`src/sv/lwbc_pkg.sv`:
```
// Shared types and sizes for the LRU write-back block cache.
// No dependencies; imported by every cache module.
`timescale 1ns / 1ps

package lwbc_pkg;

  // Geometry
  localparam int ENTRIES   = 16;
  localparam int KEY_W     = 32;
  localparam int DATA_W    = 64;
  localparam int CAP_W     = 5;
  localparam int AGE_W     = $clog2(ENTRIES);
  localparam int CNT_W     = $clog2(ENTRIES + 1);
  localparam int CMP_W     = (CAP_W > CNT_W) ? CAP_W : CNT_W;
  localparam int CAP_RESET = 16;

  typedef logic [KEY_W-1:0]   key_t;
  typedef logic [DATA_W-1:0]  data_t;
  typedef logic [AGE_W-1:0]   age_t;
  typedef logic [ENTRIES-1:0] vec_t;

  // Operation codes
  typedef enum logic {
    OP_GET = 1'b0,
    OP_PUT = 1'b1
  } op_t;

  // One registered access word
  typedef struct packed {
    op_t   op;
    key_t  key;
    data_t wdata;
    data_t fdata;
  } req_t;

  // Lookup decisions handed to the entry store
  typedef struct packed {
    logic found;
    logic evict;
    vec_t hit_oh;
    vec_t victim_oh;
    vec_t fill_oh;
    vec_t sel_oh;
    age_t old_age;
  } lookup_t;

endpackage

```
`src/sv/lru_writeback_block_cache.sv`:
```
// Fully associative LRU block cache, write-back of every evicted entry.
// Timing: start is captured in the request register; done and the result word
// are then registered from the request register.
// Throughput: one word per cycle; the whole lookup and update is combinational
// between the request register and the result register; busy stays low.
// Reset clears all entry valid bits and ranks and sets capacity to 16.
`timescale 1ns / 1ps

module lru_writeback_block_cache (
  input  logic                       clk,
  input  logic                       rst,
  input  logic                       start,
  output logic                       busy,
  input  logic                       operation,
  input  lwbc_pkg::key_t             block_key,
  input  lwbc_pkg::data_t            write_data,
  input  lwbc_pkg::data_t            fill_data,
  input  logic                       capacity_we,
  input  logic [lwbc_pkg::CAP_W-1:0] capacity_data,
  output logic                       done,
  output logic                       hit,
  output lwbc_pkg::data_t            read_data,
  output logic                       writeback_valid,
  output lwbc_pkg::key_t             writeback_key,
  output lwbc_pkg::data_t            writeback_data
);
  import lwbc_pkg::*;

  logic [CAP_W-1:0]    capacity;
  logic                req_valid;
  req_t                req;
  lookup_t             lk;
  vec_t                valid;
  key_t  [ENTRIES-1:0] keys;
  age_t  [ENTRIES-1:0] ages;
  key_t                sel_key;
  data_t               sel_data;
  data_t               read_data_next;

  // Lookup and update are combinational between the registers, so no word is ever refused
  assign busy = 1'b0;

  // Capacity register
  always_ff @(posedge clk) begin
    if (rst) begin
      capacity <= CAP_W'(CAP_RESET);
    end else if (capacity_we) begin
      capacity <= capacity_data;
    end
  end

  // Request register
  always_ff @(posedge clk) begin
    if (rst) begin
      req_valid <= 1'b0;
    end else begin
      req_valid <= start && !busy;
    end
  end

  always_ff @(posedge clk) begin
    if (start && !busy) begin
      req.op    <= op_t'(operation);
      req.key   <= block_key;
      req.wdata <= write_data;
      req.fdata <= fill_data;
    end
  end

  lwbc_lookup u_lookup (
    .key      (req.key),
    .capacity (capacity),
    .valid    (valid),
    .keys     (keys),
    .ages     (ages),
    .lk       (lk)
  );

  lwbc_entries u_entries (
    .clk       (clk),
    .rst       (rst),
    .req_valid (req_valid),
    .req       (req),
    .lk        (lk),
    .valid     (valid),
    .keys      (keys),
    .ages      (ages),
    .sel_key   (sel_key),
    .sel_data  (sel_data)
  );

  // Get returns stored data on a hit, fill data on a miss; put returns zero
  always_comb begin
    if (req.op == OP_PUT) begin
      read_data_next = '0;
    end else if (lk.found) begin
      read_data_next = sel_data;
    end else begin
      read_data_next = req.fdata;
    end
  end

  // Result strobe
  always_ff @(posedge clk) begin
    if (rst) begin
      done <= 1'b0;
    end else begin
      done <= req_valid;
    end
  end

  // Result word
  always_ff @(posedge clk) begin
    if (req_valid) begin
      hit             <= lk.found;
      read_data       <= read_data_next;
      writeback_valid <= lk.evict;
      writeback_key   <= lk.evict ? sel_key : '0;
      writeback_data  <= lk.evict ? sel_data : '0;
    end
  end

endmodule

```
`src/sv/lwbc_lookup.sv`:
```
// Tag compare, occupancy count, victim and free-slot selection.
// Purely combinational; depends on lwbc_pkg.
`timescale 1ns / 1ps

module lwbc_lookup (
  input  lwbc_pkg::key_t                         key,
  input  logic [lwbc_pkg::CAP_W-1:0]             capacity,
  input  lwbc_pkg::vec_t                         valid,
  input  lwbc_pkg::key_t [lwbc_pkg::ENTRIES-1:0] keys,
  input  lwbc_pkg::age_t [lwbc_pkg::ENTRIES-1:0] ages,
  output lwbc_pkg::lookup_t                      lk
);
  import lwbc_pkg::*;

  vec_t               match;
  vec_t               oldest;
  vec_t               kept;
  vec_t               free_vec;
  logic [CNT_W-1:0]   count;
  logic [CMP_W-1:0]   eff_cap;
  age_t               top_age;
  age_t               old_age;

  // Parallel tag compare and occupancy count
  always_comb begin
    count = '0;
    for (int i = 0; i < ENTRIES; i++) begin
      match[i] = valid[i] && (keys[i] == key);
      count    = count + CNT_W'(valid[i]);
    end
  end

  // Capacity clamped to 1..ENTRIES
  always_comb begin
    if (capacity == '0) begin
      eff_cap = CMP_W'(1);
    end else if (CMP_W'(capacity) > CMP_W'(ENTRIES)) begin
      eff_cap = CMP_W'(ENTRIES);
    end else begin
      eff_cap = CMP_W'(capacity);
    end
  end

  // Valid ages are a permutation of 0..count-1, so the oldest holds count-1
  assign top_age = AGE_W'(count - CNT_W'(1));

  // Keys are unique among valid entries, so at most one match bit is set
  always_comb begin
    old_age = '0;
    for (int i = 0; i < ENTRIES; i++) begin
      oldest[i] = valid[i] && (ages[i] == top_age);
      if (match[i]) begin
        old_age = old_age | ages[i];
      end
    end
  end

  // Lowest-index picks
  always_comb begin
    lk.found     = |match;
    lk.hit_oh    = match & (~match + ENTRIES'(1));
    lk.victim_oh = oldest & (~oldest + ENTRIES'(1));
    lk.evict     = !lk.found && (CMP_W'(count) >= eff_cap);
    kept         = valid & ~(lk.evict ? lk.victim_oh : '0);
    free_vec     = ~kept;
    lk.fill_oh   = lk.found ? '0 : (free_vec & (~free_vec + ENTRIES'(1)));
    lk.sel_oh    = lk.found ? lk.hit_oh : lk.victim_oh;
    lk.old_age   = old_age;
  end

endmodule

```
`src/sv/lwbc_entries.sv`:
```
// Entry store: valid bits, keys, data and recency ranks with their update.
// Depends on lwbc_pkg; driven by decisions from lwbc_lookup.
`timescale 1ns / 1ps

module lwbc_entries (
  input  logic                                   clk,
  input  logic                                   rst,
  input  logic                                   req_valid,
  input  lwbc_pkg::req_t                         req,
  input  lwbc_pkg::lookup_t                      lk,
  output lwbc_pkg::vec_t                         valid,
  output lwbc_pkg::key_t [lwbc_pkg::ENTRIES-1:0] keys,
  output lwbc_pkg::age_t [lwbc_pkg::ENTRIES-1:0] ages,
  output lwbc_pkg::key_t                         sel_key,
  output lwbc_pkg::data_t                        sel_data
);
  import lwbc_pkg::*;

  data_t [ENTRIES-1:0] data;
  vec_t                valid_next;
  key_t  [ENTRIES-1:0] keys_next;
  data_t [ENTRIES-1:0] data_next;
  age_t  [ENTRIES-1:0] ages_next;
  data_t               new_data;
  logic                kept;

  assign new_data = (req.op == OP_GET) ? req.fdata : req.wdata;

  // Next state for one access
  always_comb begin
    valid_next = valid;
    keys_next  = keys;
    data_next  = data;
    ages_next  = ages;
    kept       = 1'b0;
    if (req_valid) begin
      if (lk.found) begin
        // hit: entries younger than the touched one age by one
        for (int i = 0; i < ENTRIES; i++) begin
          if (lk.hit_oh[i]) begin
            ages_next[i] = '0;
            if (req.op == OP_PUT) begin
              data_next[i] = req.wdata;
            end
          end else if (valid[i] && (ages[i] < lk.old_age)) begin
            ages_next[i] = AGE_W'(ages[i] + AGE_W'(1));
          end
        end
      end else begin
        // miss: drop victim if any, age survivors, install at free slot
        for (int i = 0; i < ENTRIES; i++) begin
          kept          = valid[i] && !(lk.evict && lk.victim_oh[i]);
          valid_next[i] = kept || lk.fill_oh[i];
          if (lk.fill_oh[i]) begin
            ages_next[i] = '0;
            keys_next[i] = req.key;
            data_next[i] = new_data;
          end else if (kept) begin
            ages_next[i] = AGE_W'(ages[i] + AGE_W'(1));
          end
        end
      end
    end
  end

  // Control state
  always_ff @(posedge clk) begin
    if (rst) begin
      valid <= '0;
      ages  <= '0;
    end else begin
      valid <= valid_next;
      ages  <= ages_next;
    end
  end

  // Payload storage
  always_ff @(posedge clk) begin
    keys <= keys_next;
    data <= data_next;
  end

  // One-hot read of the hit or victim entry
  always_comb begin
    sel_key  = '0;
    sel_data = '0;
    for (int i = 0; i < ENTRIES; i++) begin
      if (lk.sel_oh[i]) begin
        sel_key  = sel_key | keys[i];
        sel_data = sel_data | data[i];
      end
    end
  end

endmodule

```
`config.mk`:
```
export PLATFORM = sky130hd
export DESIGN_NAME = lru_writeback_block_cache
export DESIGN_NICKNAME = d
export VERILOG_FILES = /design/src/sv/lwbc_pkg.sv /design/src/sv/lru_writeback_block_cache.sv /design/src/sv/lwbc_lookup.sv /design/src/sv/lwbc_entries.sv
export SDC_FILE = /design/constraint.sdc
export NUM_CORES = 2
export LEC_CHECK = 0
export ABC_AREA = 1
export BUFFER_PORTS_ARGS = -buffer_cell sky130_fd_sc_hd__buf_2
export CORE_MARGIN = 2
export CORE_UTILIZATION = 25
export DETAILED_ROUTE_END_ITERATION = 7
export GPL_TIMING_DRIVEN = 1
export PLACE_DENSITY_LB_ADDON = 0.08
export SYNTH_ARGS = -nofsm -noshare
export SYNTH_HDL_FRONTEND = slang
export SYNTH_SLANG_ARGS = --single-unit
```
`constraint.sdc`:
```
create_clock -name clk -period 21.8 [get_ports clk]
set_input_delay 2.18 -clock clk [delete_from_list [all_inputs] [get_ports clk]]
set_output_delay 2.18 -clock clk [all_outputs]
set_load 0.01 [all_outputs]
```
==> impl_metrics.py <==
metrics = {
    "global_route": {
        "grt_start_max_net_pins": 93,
        "track_usage_pct": 21.68,
        "grt_overflow": 0,
        "grt_pass1_vias": 59740,
        "grt_pass1_wl_um": 514300,
        "antenna_found_initial": 26,
    },
    "worst_setup_path": {
        "cp_max_fo": 45,
        "cpPeakStageDelay_ns": 0.91,
        "cp-start-kind": "flop",
        "crit_path_end_kind": "flop",
        "critical_path_class": "flop to flop",
        "worstPathArrival_ns": 10.43,
        "crit_family": "adder cells",
        "worst-path-buf-inv": 7,
        "critical_path_required_ns": 22.28,
        "cpMostUsedCell": "fa_1",
        "critPathSlowestCell": "buf_4",
    },
    "final_layout": {
        "area_growth_syn_to_layout_pct": 17.16,
        "multi_input_area_mm2": 0.02322,
        "fill_cells": 35010,
        "layout.area.seq_mm2": 0.05757,
        "drive_gt1_share_pct": 11.85,
        "nets": 8213,
        "post-route-util_pct": 29.42,
    },
    "timing": {
        "slew_violations": 0,
        "setup_violations": 0,
        "fmax_mhz": 100.5,
        "worstMarginPinSlew_ns": 1.224,
        "hold_viol": 0,
        "fin_crit_sh_pct": 45.65,
        "rsz0062_at_grt": "false",
        "setup_tns_ns": 0,
        "clock-skew-final_ns": 0.09345,
        "period_minus_slack_ns": 9.952,
        "maxSlewHeadroom_pct": 18.43,
    },
    "pwr": {
        "worst_ir_drop_vdd_mv": 0.06609,
        "powerDensity_mw_per_mm2": 92.35,
        "total_leakage_power_nw": 36.21,
    },
    "clock_tree": {
        "cts.clk_slew.worst_paths_ns": 0.06,
        "postCtsHoldBufs": 0,
        "clk_latency_ns": 0.94,
        "cts-resized-gates": 0,
        "cts_max_level": 4,
        "root_buffer": "clkbuf_16",
        "cts_setup_buffers": 0,
        "clock_sinks": 1946,
        "cts_tree": "yes",
        "cts_buffers": 231,
        "clock_path_buffers": 4,
    },
    "synth": {
        "syn_nets": 7788,
        "avgSynthCellArea_um2": 11.21,
        "synthDistinctLibCells": 60,
        "ys_warn_count": 0,
        "ys_ff_latch": 1946,
        "syn_area_mm2": 0.08445,
        "synth_edf_count": 1859,
        "synth_ff_type": "edfxtp_1",
        "yosysSeqAreaShare_pct": 68.17,
        "netlist_instances": 7533,
        "ys_async_sr_fraction_pct": 0,
    },
    "place": {
        "port_buffers": 332,
        "finalWeightedCongestion": 0.9368,
        "hpwl_um": 244400,
    },
    "route": {
        "drc_errors": 0,
        "ant_nets": 0,
        "drt-total-wl_um": 379100,
        "vias_per_cell": 4.817,
        "drt_iter0_drc": 6428,
        "vias": 61060,
        "firstDrtPassIters": 6,
        "route.detailed.wl_per_inst_um": 29.90,
    },
    "floorplanning": {
        "initial_core_util_pct": 25.11,
        "rows": 213,
        "coreArea_mm2": 0.3363,
        "die_x_um": 585.2,
        "boundaryPins": 334,
        "die_h_um": 585.2,
        "die_area_mm2": 0.3425,
    },
    "run": {
        "maxCapViolCount": 0,
    },
    "outcome": {
        "status": "completed",
    },
    "hold_path": {
        "hold_path_class": "flop to flop",
    },
}
## final cells by class
type | instances | area share [%]
clock buffers | 290 | 6.152
inverters | 643 | 2.480
well taps | 4515 | 5.710
repair buffers | 481 | 2.858
clock inverters | 136 | 1.114
multi-input cells | 4655 | 23.47
diodes | 11 | 0.02782
flip-flops and latches | 1946 | 58.19
## cell usage after synthesis (all sizes together), types with 12 or more instances
master   count  area [um2]
nand2     2234        8467
edfxtp    1859       55820
inv        643        2419
nor2       557        2167
o21ai      366        1836
a21oi      249        1246
nand3      247        1336
buf        211        1242
nand4      173        1082
a22o       137        1200
o22ai      131       832.0
xnor2       99       867.1
dfxtp       87        1742
clkbuf      78       292.8
ha          75       938.4
nor3        59       300.3
a31oi       52       325.3
a221oi      42       367.9
a211oi      37       292.8
xor2        36       315.3
or2         25       156.4
nand3b      24       180.2
o2111ai     19       166.4
and2        17       106.4
o211ai      14       105.1
nor3b       13       137.6
nor4        12       81.33
## cells by family after synthesis
group / synth area share [%]
buffers and inverters: 4.682
DFF: 68.17
AOI/OAI and AO/OA: 7.779
adders and majority gates: 1.348
other: 0.004441
xor gates and xnor gates: 1.400
and+or+nand+nor: 16.62
## registers in the layout, indices dropped and copies added, names as in the netlist, 5 cells and up
name and flops:
u_entries.valid 16, writeback_key 32, u_entries.ages 64, read_data 64, writeback_data 64, u_entries.keys 512
capacity 5, u_entries.data 1024, req 161
## placed cells by master (no fill, tap or decap), drive strengths merged, types with 131 or more instances in the layout
cell type and instances:
nand3 247, o21ai 366, edfxtp 1859, clkbuf 290, nand2 2234, nor2 557
a21oi 249, inv 648, nand4 173, o22ai 131, buf 481, a22o 137
## power by group
group	switching (mW)	total (mW)	internal, mW
clock	1.66	3.79	2.13
sequential	0.0373	4.25	4.22
combinational	0.841	1.09	0.248
## through the flow
stage               power (mW)  hold slack, ns  cells  cell area, um2  setup slack [ns]
finish                   9.137          0.5011  12680           98940             11.85
global route             9.447          0.5295  12670           98930             11.38
CTS                      9.243          0.4997  12670           98910             11.78
detailed placement       5.425          0.4870  12240           91720             11.90
global placement         5.429          0.4935  12240           91720             11.89
floorplan                4.887          0.4667   7533           84450             12.81
## layer usage
layer,GRT usage (%),up-vias,share of wire (%)
li1,-,27130,-
met2,34.27,2208,45
met3,3.076,462,5.6
met5,0,-,0.014
met1,30.46,31260,46
met4,7.031,6,3.4
## worst paths after layout
kind / start / endpoint / slack, ns / cells after the start
setup / recovery: u_entries.valid[1] / u_entries.data[920] / 11.85 / 27
hold / removal: u_entries.valid[9] / u_entries.valid[9] / 0.50 / 2
setup reg to reg: u_entries.valid[1] / u_entries.data[920] / 11.85 / 27
hold reg to reg: u_entries.valid[9] / u_entries.valid[9] / 0.50 / 2
## worst reg2reg max path: cells and delay by family, from the launching register on
family	cells	cell delay, ns
flip-flops	1	0.35
AND/OR/NAND/NOR	7	2.22
adder cells (fa/ha/maj)	8	3.48
buffers and inverters	7	2.51
AO/OA/AOI/OAI	5	0.90
Power figures use the tool's default switching activity.
